**src/hdl/fpa_pkg.sv**
```systemverilog
// Shared types, codes and helpers of the fit-policy allocator.
`default_nettype none
package fpa_pkg;

  // Payload field widths
  localparam int TAG_W  = 8;
  localparam int SIZE_W = 7;
  localparam int ADDR_W = 7;
  localparam int POL_W  = 2;
  localparam int NEED_W = 8;

  // Request types
  localparam logic REQ_ALLOC = 1'b0;
  localparam logic REQ_FREE  = 1'b1;

  // Result status codes
  localparam logic ST_OK   = 1'b0;
  localparam logic ST_FAIL = 1'b1;

  // Fit policy codes; the unused code behaves as first fit
  localparam logic [POL_W-1:0] POL_FIRST = 2'd0;
  localparam logic [POL_W-1:0] POL_BEST  = 2'd1;
  localparam logic [POL_W-1:0] POL_WORST = 2'd2;

  // Commands from the controller to the datapath
  typedef struct packed {
    logic load;     // latch request, clear scan state
    logic scan;     // issue next tag read of the scan
    logic wr_step;  // write or clear one unit
    logic finish;   // load the result register
  } cmd_t;

  // Status from the datapath to the controller
  typedef struct packed {
    logic too_big;    // rounded size exceeds the largest grant
    logic scan_done;  // end-of-store position evaluated this cycle
    logic found;      // a suitable run has been picked
    logic wr_done;    // no more units to write
  } sts_t;

  // Round a size up to a power of two, at least 2
  function automatic logic [NEED_W-1:0] pow2_ceil(input logic [SIZE_W-1:0] size);
    logic [NEED_W-1:0] r;
    r = NEED_W'(2);
    for (int i = 1; i < SIZE_W; i++) begin
      if (r < NEED_W'(size)) begin
        r = r << 1;
      end
    end
    return r;
  endfunction

endpackage
`default_nettype wire

```
**src/hdl/fit_policy_allocator.sv**
```systemverilog
// Top level of the fit-policy allocator: controller plus datapath.
//
//  channel | direction | handshake           | payload
//  in_     | request   | in_valid/in_ready   | req_type, owner_tag, req_size, free_addr
//  out_    | result    | out_valid/out_ready | status, grant_addr, grant_size
//  cfg_    | config    | cfg_we              | fit_policy (cfg_wdata)
//
// One request at a time; an allocate scans the store at one unit per cycle, then
// writes its rounded size at one unit per cycle, or ends after the scan when no
// run fits. A free skips the scan and clears its units. An oversized allocate
// fails without a scan. Reset (rst_n low, synchronous) marks every unit free at
// once. A waiting result does not block the next request; a finished request
// holds until the result register is free.
`default_nettype none
module fit_policy_allocator #(
  parameter int MEM_UNITS = 128,
  parameter int MAX_GRANT = 64
) (
  input  wire logic                        clk,
  input  wire logic                        rst_n,
  input  wire logic                        cfg_we,
  input  wire logic [fpa_pkg::POL_W-1:0]   cfg_wdata,
  input  wire logic                        in_valid,
  output logic                             in_ready,
  input  wire logic                        in_req_type,
  input  wire logic [fpa_pkg::TAG_W-1:0]   in_owner_tag,
  input  wire logic [fpa_pkg::SIZE_W-1:0]  in_req_size,
  input  wire logic [fpa_pkg::ADDR_W-1:0]  in_free_addr,
  output logic                             out_valid,
  input  wire logic                        out_ready,
  output logic                             out_status,
  output logic [fpa_pkg::ADDR_W-1:0]       out_grant_addr,
  output logic [fpa_pkg::SIZE_W-1:0]       out_grant_size
);

  fpa_pkg::cmd_t cmd;
  fpa_pkg::sts_t sts;

  fpa_ctrl u_ctrl (
    .clk         (clk),
    .rst_n       (rst_n),
    .in_valid    (in_valid),
    .in_ready    (in_ready),
    .in_req_type (in_req_type),
    .out_valid   (out_valid),
    .out_ready   (out_ready),
    .cmd         (cmd),
    .sts         (sts)
  );

  fpa_dpath #(
    .MEM_UNITS (MEM_UNITS),
    .MAX_GRANT (MAX_GRANT)
  ) u_dpath (
    .clk            (clk),
    .rst_n          (rst_n),
    .cmd            (cmd),
    .sts            (sts),
    .cfg_we         (cfg_we),
    .cfg_wdata      (cfg_wdata),
    .in_req_type    (in_req_type),
    .in_owner_tag   (in_owner_tag),
    .in_req_size    (in_req_size),
    .in_free_addr   (in_free_addr),
    .out_status     (out_status),
    .out_grant_addr (out_grant_addr),
    .out_grant_size (out_grant_size)
  );

endmodule
`default_nettype wire

```
**src/hdl/fpa_ctrl.sv**
```systemverilog
// Controller: request sequencing through scan, write and result phases.
`default_nettype none
module fpa_ctrl (
  input  wire logic          clk,
  input  wire logic          rst_n,
  input  wire logic          in_valid,
  output logic               in_ready,
  input  wire logic          in_req_type,
  output logic               out_valid,
  input  wire logic          out_ready,
  output fpa_pkg::cmd_t      cmd,
  input  wire fpa_pkg::sts_t sts
);

  typedef enum logic [3:0] {
    S_IDLE  = 4'b0001,
    S_SCAN  = 4'b0010,
    S_WRITE = 4'b0100,
    S_DONE  = 4'b1000
  } state_t;

  state_t state_r, state_nxt;
  logic   out_valid_r, out_valid_nxt;

  // Next state and commands
  always_comb begin
    state_nxt = state_r;
    cmd       = '0;
    in_ready  = 1'b0;
    case (state_r)
      S_IDLE: begin
        in_ready = 1'b1;
        if (in_valid) begin
          cmd.load  = 1'b1;
          state_nxt = (in_req_type == fpa_pkg::REQ_FREE) ? S_WRITE : S_SCAN;
        end
      end
      S_SCAN: begin
        if (sts.too_big) begin
          state_nxt = S_DONE;
        end else begin
          cmd.scan = 1'b1;
          if (sts.scan_done) begin
            state_nxt = sts.found ? S_WRITE : S_DONE;
          end
        end
      end
      S_WRITE: begin
        cmd.wr_step = 1'b1;
        if (sts.wr_done) begin
          state_nxt = S_DONE;
        end
      end
      S_DONE: begin
        if (!out_valid_r || out_ready) begin
          cmd.finish = 1'b1;
          state_nxt  = S_IDLE;
        end
      end
      default: state_nxt = S_IDLE;
    endcase
  end

  // Result valid: set on finish, dropped once taken
  always_comb begin
    if (cmd.finish) begin
      out_valid_nxt = 1'b1;
    end else if (out_ready) begin
      out_valid_nxt = 1'b0;
    end else begin
      out_valid_nxt = out_valid_r;
    end
  end

  always_ff @(posedge clk) begin
    if (!rst_n) begin
      state_r     <= S_IDLE;
      out_valid_r <= 1'b0;
    end else begin
      state_r     <= state_nxt;
      out_valid_r <= out_valid_nxt;
    end
  end

  assign out_valid = out_valid_r;

endmodule
`default_nettype wire

```
**src/hdl/fpa_dpath.sv**
```systemverilog
// Datapath: tag store, run scanner, grant/clear writer and result register.
`default_nettype none
module fpa_dpath #(
  parameter int MEM_UNITS = 128,
  parameter int MAX_GRANT = 64
) (
  input  wire logic                          clk,
  input  wire logic                          rst_n,
  input  wire fpa_pkg::cmd_t                 cmd,
  output fpa_pkg::sts_t                      sts,
  input  wire logic                          cfg_we,
  input  wire logic [fpa_pkg::POL_W-1:0]     cfg_wdata,
  input  wire logic                          in_req_type,
  input  wire logic [fpa_pkg::TAG_W-1:0]     in_owner_tag,
  input  wire logic [fpa_pkg::SIZE_W-1:0]    in_req_size,
  input  wire logic [fpa_pkg::ADDR_W-1:0]    in_free_addr,
  output logic                               out_status,
  output logic [fpa_pkg::ADDR_W-1:0]         out_grant_addr,
  output logic [fpa_pkg::SIZE_W-1:0]         out_grant_size
);

  localparam int AW    = (MEM_UNITS > 1) ? $clog2(MEM_UNITS) : 1;
  localparam int CNT_W = $clog2(MEM_UNITS + 1);
  localparam int LEN_W = (CNT_W > fpa_pkg::NEED_W) ? CNT_W : fpa_pkg::NEED_W;
  localparam int CUR_W = ((AW > fpa_pkg::ADDR_W) ? AW : fpa_pkg::ADDR_W) + 2;
  localparam logic [CNT_W-1:0] CNT_END = CNT_W'(MEM_UNITS);
  localparam logic [CUR_W-1:0] CUR_END = CUR_W'(MEM_UNITS);
  localparam logic [9:0]       MAXG    = 10'(MAX_GRANT);

  // Tag store and per-unit written flags
  logic [fpa_pkg::TAG_W-1:0] mem [MEM_UNITS];
  logic [MEM_UNITS-1:0]      used_r;

  // Config
  logic [fpa_pkg::POL_W-1:0] fit_policy_r;

  // Latched request
  logic                        req_free_r;
  logic [fpa_pkg::TAG_W-1:0]   tag_r;
  logic [fpa_pkg::ADDR_W-1:0]  free_addr_r;
  logic [fpa_pkg::NEED_W-1:0]  need_r;
  logic [fpa_pkg::NEED_W-1:0]  limit_r;

  // Scan state
  logic [CNT_W-1:0]            cnt_r, cnt_nxt;
  logic                        scan_fin_r, scan_fin_nxt;
  logic                        rd_live_r, rd_live_nxt;
  logic                        rd_end_r, rd_end_nxt;
  logic [AW-1:0]               rd_pos_r;
  logic [fpa_pkg::TAG_W-1:0]   tag_rd_r;
  logic                        used_rd_r;
  logic [CNT_W-1:0]            run_len_r, run_len_nxt;
  logic [AW-1:0]               run_start_r, run_start_nxt;
  logic                        found_r, found_nxt;
  logic [AW-1:0]               best_start_r, best_start_nxt;
  logic [CNT_W-1:0]            best_len_r, best_len_nxt;

  // Write state
  logic [CUR_W-1:0]            cursor_r, cursor_nxt;
  logic [fpa_pkg::NEED_W-1:0]  k_r, k_nxt;

  logic                        issue;
  logic                        is_free;
  logic                        fits;
  logic                        take;
  logic                        wr_more;
  logic                        wr_go;
  logic [fpa_pkg::NEED_W-1:0]  need_in;
  logic [AW-1:0]               rd_idx;
  logic [AW-1:0]               wr_idx;

  assign need_in = fpa_pkg::pow2_ceil(in_req_size);
  assign issue   = cmd.scan && !scan_fin_r;
  assign rd_idx  = cnt_r[AW-1:0];
  assign wr_idx  = cursor_r[AW-1:0];

  // Run evaluation of the unit whose tag was read last cycle
  assign is_free = !rd_end_r && (!used_rd_r || (tag_rd_r == '0));
  assign fits    = (LEN_W'(run_len_r) >= LEN_W'(need_r)) && (run_len_r != '0);

  always_comb begin
    if (!found_r) begin
      take = 1'b1;
    end else begin
      case (fit_policy_r)
        fpa_pkg::POL_BEST:  take = run_len_r < best_len_r;
        fpa_pkg::POL_WORST: take = run_len_r > best_len_r;
        default:            take = 1'b0;
      endcase
    end
  end

  always_comb begin
    run_len_nxt    = run_len_r;
    run_start_nxt  = run_start_r;
    found_nxt      = found_r;
    best_start_nxt = best_start_r;
    best_len_nxt   = best_len_r;
    if (rd_live_r) begin
      if (is_free) begin
        if (run_len_r == '0) begin
          run_start_nxt = rd_pos_r;
        end
        run_len_nxt = run_len_r + CNT_W'(1);
      end else begin
        if (fits && take) begin
          found_nxt      = 1'b1;
          best_start_nxt = run_start_r;
          best_len_nxt   = run_len_r;
        end
        run_len_nxt = '0;
      end
    end
  end

  // Scan read issue; the end-of-store position is a sentinel, not a read
  always_comb begin
    cnt_nxt      = cnt_r;
    scan_fin_nxt = scan_fin_r;
    rd_live_nxt  = issue;
    rd_end_nxt   = rd_end_r;
    if (issue) begin
      rd_end_nxt = (cnt_r == CNT_END);
      if (cnt_r == CNT_END) begin
        scan_fin_nxt = 1'b1;
      end else begin
        cnt_nxt = cnt_r + CNT_W'(1);
      end
    end
  end

  // Write cursor
  assign wr_more = (k_r < limit_r) && (cursor_r < CUR_END);
  assign wr_go   = cmd.wr_step && wr_more;

  always_comb begin
    cursor_nxt = cursor_r;
    k_nxt      = k_r;
    if (cmd.load) begin
      cursor_nxt = CUR_W'(in_free_addr);
      k_nxt      = '0;
    end else if (sts.scan_done) begin
      cursor_nxt = CUR_W'(best_start_nxt);
      k_nxt      = '0;
    end else if (wr_go) begin
      cursor_nxt = cursor_r + CUR_W'(1);
      k_nxt      = k_r + fpa_pkg::NEED_W'(1);
    end
  end

  // Status to the controller
  always_comb begin
    sts.too_big   = {2'b00, need_r} > MAXG;
    sts.scan_done = rd_live_r && rd_end_r;
    sts.found     = found_nxt;
    sts.wr_done   = !wr_more;
  end

  // Config register
  always_ff @(posedge clk) begin
    if (!rst_n) begin
      fit_policy_r <= fpa_pkg::POL_FIRST;
    end else if (cfg_we) begin
      fit_policy_r <= cfg_wdata;
    end
  end

  // Written flags: reset marks all units free
  always_ff @(posedge clk) begin
    if (!rst_n) begin
      used_r <= '0;
    end else if (wr_go) begin
      used_r[wr_idx] <= !req_free_r;
    end
  end

  // Tag store: one write port, one registered read port
  always_ff @(posedge clk) begin
    if (wr_go && !req_free_r) begin
      mem[wr_idx] <= tag_r;
    end
    if (issue) begin
      tag_rd_r  <= mem[rd_idx];
      used_rd_r <= used_r[rd_idx];
      rd_pos_r  <= rd_idx;
    end
  end

  // Scan and request control registers
  always_ff @(posedge clk) begin
    if (!rst_n) begin
      rd_live_r  <= 1'b0;
      scan_fin_r <= 1'b0;
      found_r    <= 1'b0;
    end else if (cmd.load) begin
      rd_live_r  <= 1'b0;
      scan_fin_r <= 1'b0;
      found_r    <= 1'b0;
    end else begin
      rd_live_r  <= rd_live_nxt;
      scan_fin_r <= scan_fin_nxt;
      found_r    <= found_nxt;
    end
  end

  // Scan and request payload registers
  always_ff @(posedge clk) begin
    if (cmd.load) begin
      req_free_r  <= in_req_type;
      tag_r       <= in_owner_tag;
      free_addr_r <= in_free_addr;
      need_r      <= need_in;
      limit_r     <= (in_req_type == fpa_pkg::REQ_FREE) ?
                     fpa_pkg::NEED_W'(in_req_size) : need_in;
      cnt_r       <= '0;
      rd_end_r    <= 1'b0;
      run_len_r   <= '0;
      run_start_r <= '0;
      best_start_r <= '0;
      best_len_r  <= '0;
    end else begin
      cnt_r       <= cnt_nxt;
      rd_end_r    <= rd_end_nxt;
      run_len_r   <= run_len_nxt;
      run_start_r <= run_start_nxt;
      best_start_r <= best_start_nxt;
      best_len_r  <= best_len_nxt;
    end
    cursor_r <= cursor_nxt;
    k_r      <= k_nxt;
  end

  // Result register
  always_ff @(posedge clk) begin
    if (cmd.finish) begin
      if (req_free_r == fpa_pkg::REQ_FREE) begin
        out_status     <= fpa_pkg::ST_OK;
        out_grant_addr <= free_addr_r;
        out_grant_size <= k_r[fpa_pkg::SIZE_W-1:0];
      end else if (found_r) begin
        out_status     <= fpa_pkg::ST_OK;
        out_grant_addr <= fpa_pkg::ADDR_W'(best_start_r);
        out_grant_size <= need_r[fpa_pkg::SIZE_W-1:0];
      end else begin
        out_status     <= fpa_pkg::ST_FAIL;
        out_grant_addr <= '0;
        out_grant_size <= '0;
      end
    end
  end

endmodule
`default_nettype wire

```
**config.mk**
```make
export PLATFORM = sky130hd
export DESIGN_NAME = fit_policy_allocator
export DESIGN_NICKNAME = d
export VERILOG_FILES = /design/src/hdl/fpa_pkg.sv /design/src/hdl/fit_policy_allocator.sv /design/src/hdl/fpa_ctrl.sv /design/src/hdl/fpa_dpath.sv
export SDC_FILE = /design/constraint.sdc
export NUM_CORES = 2
export LEC_CHECK = 0
export BUFFER_PORTS_ARGS = -buffer_cell sky130_fd_sc_hd__buf_2
export CORE_UTILIZATION = 25
export CTS_CLUSTER_DIAMETER = 200
export DETAILED_ROUTE_END_ITERATION = 10
export SYNTH_ARGS = -nofsm -noshare
export SYNTH_HDL_FRONTEND = slang
export SYNTH_SLANG_ARGS = --single-unit
```
**constraint.sdc**
```tcl
create_clock -name clk -period 21.6 [get_ports clk]
set_input_delay 1.08 -clock clk [delete_from_list [all_inputs] [get_ports clk]]
set_output_delay 1.08 -clock clk [all_outputs]
set_load 0.05 [all_outputs]
```
---- Yosys cells after proc, flatten, opt, wreduce, memory -nomap -nowiden ----
Memory sizes are Yosys's and may differ from the RTL's. A register that Yosys moved wholly into a read port is not among the register bits.
Cells that the tools add are included.
storage, ports and cells
  bits in registers ....................... 249
  memories kept ........................... 1
  word-level logic and storage cells ...... 138
  input bits .............................. 30
  output and inout port bits .............. 17
  bits in writable memories ............... 1024
operators by class
  $lt $le $gt $ge ......................... 15
  add/sub/neg operators ................... 4
  bitwise gates (word level) .............. 3
  reduce and logical (&&, ||, !) cells .... 28
  eq/ne operators ......................... 11
  mux-type cells .......................... 49
memories
  name         depth  width  read ports  clocked after Yosys merged registers in  write ports  RTL line         text
  u_dpath.mem  128    8      1           1                                        1            fpa_dpath.sv:31  logic [fpa_pkg::TAG_W-1:0] mem [MEM_UNITS];
operators with widths
  operator             number
  $bwmux 128           1
  $mux 7               11
  $mux 8               6
  $lt 8x7->1           4
  $add 8x1->8 const B  3
  $mux 4               6
  $mux 1               19
  $logic_not 8->1      2
  $lt 7x8->1 const B   2
  $lt 8x8->1           2
  $pmux 4 s4           1
  $add 9x1->9 const B  1
  $logic_and 1x1->1    9
  $lt 9x8->1 const B   1
  $eq 8x8->1 const B   1
  $ge 8x8->1           1
  $gt 8x7->1 const B   1
  $gt 8x8->1           1
  $reduce_bool 8->1    1
  $bmux 1 s7           1
  $demux 1 s7          1
  $ge 7x1->1 const B   1
  $lt 2x7->1 const A   1
  $lt 3x7->1           1
  other kinds (20)     32

---- Longest topological paths before layout ----
  depth in word-level cells ............... 13
  depth in mapped cells ................... 40
  depth with buffers taken out ............ 38

---- Hierarchy ----
Synthesis repeated with hierarchy kept, for this count alone.
unflattened totals
  cell total of the unflattened synthesis .. 2976
  area total of the unflattened synthesis .. 52569.2 sq um
by module, submodules not included
  module     instances  sequential area each (sq um)  cells an instance  area each (sq um)
  fpa_dpath  1          36465.0                       2932               52196.3
  fpa_ctrl   1          100.1                         44                 372.9

---- Worst setup path after synthesis ----
OpenSTA, ideal clock, no wires.
  path kind ............................... input to register
  start ................................... input in_req_size[4] in the netlist's numbering
  end ..................................... register u_dpath.limit_r[6] in the netlist's numbering (data pin)
  buffers on the path ..................... 2
  arrival ................................. 8926 ps
  library setup time ...................... 159 ps
  data required time ...................... 21441 ps
  cell stages on the path ................. 38
  setup slack ............................. 12515 ps
  cells stage by stage .................... or3_1 > clkbuf_1 > nor2_1 > nand2_1 > inv_1 > ha_1 > nor2b_1 > o21ai_0 > inv_1 > o21ai_0 > ha_1 > ha_1 > a21oi_1 > nor2_1 > a21o_1 > a21oi_1 > inv_1 > ha_1 > [2 not listed] > o21ai_1 > a21o_1 > nand2_1 > mux2i_1 > ha_1 > a2111o_1 > o21a_1 > clkbuf_1 > mux2_2 > and3_1 > nor3_1 > inv_1 > ha_1 > o21a_1 > o32ai_1 > nand2_1 > o31a_1 > a22oi_1
between the ends
  word-level cells in the longest chain between the ends .. 13
RTL lines
  element               RTL line                    text
  start, declared       fit_policy_allocator.sv:27  input wire logic [fpa_pkg::SIZE_W-1:0] in_req_size,
  $lt 2x7->1            fpa_pkg.sv:46               if (r < NEED_W'(size)) begin
  $mux 3                fpa_pkg.sv:46
  $lt 3x7->1            fpa_pkg.sv:46
  $mux 8                fpa_pkg.sv:46
  $lt 8x7->1            fpa_pkg.sv:46
  $mux 8                fpa_pkg.sv:46
  $lt 8x7->1            fpa_pkg.sv:46
  $mux 8                fpa_pkg.sv:46
  $lt 8x7->1            fpa_pkg.sv:46
  $mux 8                fpa_pkg.sv:46
  $lt 8x7->1            fpa_pkg.sv:46
  $mux 8 *              fpa_pkg.sv:46
  $mux 7 *              fpa_dpath.sv:213            limit_r <= (in_req_type == fpa_pkg::REQ_FREE) ?
  end signal, assigned  fpa_dpath.sv:213
  end, declared         fpa_dpath.sv:42             logic [fpa_pkg::NEED_W-1:0] limit_r;
Every way passes the cells marked *; elsewhere a longest branch is shown, timed or not.
A chain may end at the register's enable or synchronous reset.

---- Final worst setup path ----
Same ends and word-level chain as after synthesis.

==> flow_summary.ini <==
[clock_network]
clock_sinks = 1280
cts_buffer_depth = 3
insertion_delay_ns = 0.75
cts.repair.resized = 0
numCtsBuffers = 134
postCtsSetupBuffers = 0
clk_pin_slew_ns = 0.06
cts-root-buf = clkbuf_16
htreeDepth = 4
holdBufCountCts = 0
cts_tree = built

[route]
via_per_inst = 4.69
ant_nets = 0
vias = 27700
drt_iter0_markers = 3141
wire_per_inst_um = 21.7
drc = 0
dr.pass1.iters = 7
top_layer_used = met5
routed-wl-met2_um = 60100
drt_wl_total_um = 128000
wl_met3_um = 8700
met1_length_um = 54500

[sta]
slew_violations = 0
finalCritPeriodShare_pct = 46.2
relSlewSlack_pct = 12.7
post-route-min-period_ns = 9.99
fin_skew_ns = 0.0385
rsz0062_at_grt = false
worst_pin_slew_ns = 1.31
final-hold-violation-count = 0
tns_ns = 0
fmax_mhz = 100
setup_viol_count_final = 0

[synth]
yosysWarningCount = 0
synth_cell_types = 68
synthesis.nets = 3030
synth-edff-count = 1093
synthMuxAreaShare_pct = 17.6
synth_compound_area_share_pct = 4.34
synth.cell_area_um2 = 52300
syn_avg_cell_area_um2 = 17.7
synth_fa_ha_area_share_pct = 1.22
synth_top_area_cell = edfxtp_1
ys_seq_elements = 1280
synthSimpleGateAreaFrac_pct = 4.27
synth_top_family_by_area = multiplexers
synth.area.top_cells = edfxtp_1 63%, mux4_2 16%, dfxtp_1 7.2%
ys.flop_type = edfxtp_1
synth_top_area_share_pct = 62.7
synth_xor_area_share_pct = 0.352
seq_area_frac_synth_pct = 69.9
synth.most_common_cell = edfxtp_1
synth_common_cells = 1093 x edfxtp_1, 360 x mux4_2, 187 x dfxtp_1, 155 x nor2_1, 121 x clkbuf_1
netlist_instances = 2949
synthArstFlopShare_pct = 0

[layout]
final_core_util_pct = 29.0
final_nets = 3098
drive_above_1_share_pct = 22.6
area_growth_pct = 15.1

[global_routing]
grt_max_degree = 119
grt_pass1_vias = 27900
grt_pass1_wl_um = 189000
grt.total_usage_pct = 12.0
overflow = 0
grt_antenna_before_repair = 6

[placed_design]
gp_congestion = 0.810
place_hpwl_um = 77800
portBuffers = 46

[power_and_ir_drop]
vdd_ir_drop_max_uv = 74.1
power_density_nw_per_um2 = 86.5
leakage_uw = 0.0189

[floorplan]
die-width_um = 459
start_util_pct = 25.2
die_area_um2 = 211000
rows = 167
io_pins = 47
core_um2 = 207000
die_h_um = 459

[worst_setup_path]
critical_path_arrival_ns = 10.55
worst_ep_required_time_ns = 22.16
crit_family = compound AO/OA/AOI/OAI gates
end_kind = register
path_buf_inv = 5
cpMaxStageDelayCell = o32ai_1
cpMostUsedCell = ha_1
crit_type = in2reg
cpPeakStageDelay_ns = 0.91
startpoint_type = primary input
worst-path-max-fanout = 10

[run_status]
status = finished clean

[run]
cap_violations = 0

[worst_hold_path]
holdCritPathClass = reg2reg
==> path summary, 6_finish.rpt <==
check	startpoint	to	slack [ns]	cells past startpoint
setup / recovery	in_req_size[4]	u_dpath.limit_r[6]$_DFFE_PP_	11.61	37
hold / removal	u_dpath.used_r[127]$_SDFFE_PN0P_	u_dpath.used_r[127]$_SDFFE_PN0P_	0.46	2
setup reg to reg	u_dpath.cnt_r[0]$_SDFFE_PP0P_	u_dpath.tag_rd_r[7]$_DFFE_PP_	17.09	7
hold reg to reg	u_dpath.used_r[127]$_SDFFE_PN0P_	u_dpath.used_r[127]$_SDFFE_PN0P_	0.46	2
==> area by class of cell <==
class / instances / area (um2)
clock buffers: 166 / 3570
repair buffers: 113 / 771
clock inverters: 73 / 787
flip-flops and latches: 1280 / 36600
diodes: 1 / 2.50
fillers: 20200 / 147000
well taps: 2788 / 3490
multi-input cells: 1380 / 14600
inverters: 108 / 405
==> registers in the layout, indices dropped and copies added, names as in the netlist, 7 cells and up <==
signal                  flops
u_dpath.out_grant_size      7
u_dpath.cursor_r            9
u_dpath.used_r            128
u_dpath.rd_pos_r            7
u_dpath.best_start_r        7
u_dpath.best_len_r          8
u_dpath.free_addr_r         7
u_dpath.need_r              7
u_dpath.cnt_r               8
u_dpath.tag_rd_r            8
u_dpath.tag_r               8
u_dpath.run_start_r         7
u_dpath.out_grant_addr      7
u_dpath.mem              1024
u_dpath.limit_r             8
u_dpath.k_r                 8
u_dpath.run_len_r           8
==> cell usage in the layout, fill, tap and decap left out, types with 17 or more instances in the layout <==
master	n
edfxtp_1	1093
mux4_2	360
dfxtp_1	182
nor2_1	154
clkbuf_16	138
a21oi_1	111
inv_1	105
nand2_1	105
nand3_1	105
mux2i_1	100
o21ai_0	78
buf_4	64
ha_1	51
buf_2	46
clkbuf_1	27
clkinv_1	26
o21a_1	25
o211ai_1	24
nor3_1	23
clkinv_2	20
a311oi_1	18
o31ai_1	17
==> stage by stage <==
stage                     power, uW  instance area [um2]  worst slack (ns)  cells  hold slack (ns)
after floorplan                2880                52300             12.52   2949            0.406
after global placement         2950                55900             11.11   5669            0.441
after detailed placement       2950                55900             11.03   5669            0.448
after CTS                      5250                60200             11.78   5908            0.440
after global routing           5350                60200             10.87   5908            0.460
final                          5210                60200             11.61   5909            0.459
==> power breakdown <==
group          internal [uW]  switching (uW)
combinational           43.2             144
sequential              2700            10.5
clock                   1350             950
==> logic make-up after synthesis <==
family	count (synthesis)
DFF	1280
and+or+nand+nor	484
muxes	470
AOI/OAI and AO/OA	354
buffers and inverters	289
adders and majority gates	51
xor gates and xnor gates	21
==> worst min-delay path, delay by kind of cell, from the launching register on <==
kind / cells / cell delay, ns
AND/OR/NAND/NOR: 1 / 0.05
flip-flops: 1 / 0.31
multiplexers: 1 / 0.05
==> layer usage <==
layer  vias up  GRT usage, %
li1      12000             -
met1     14500          16.0
met2       939          18.7
met4         2          5.05
met5         -             0
met3       239          2.71
Power figures use the tool's default switching activity.
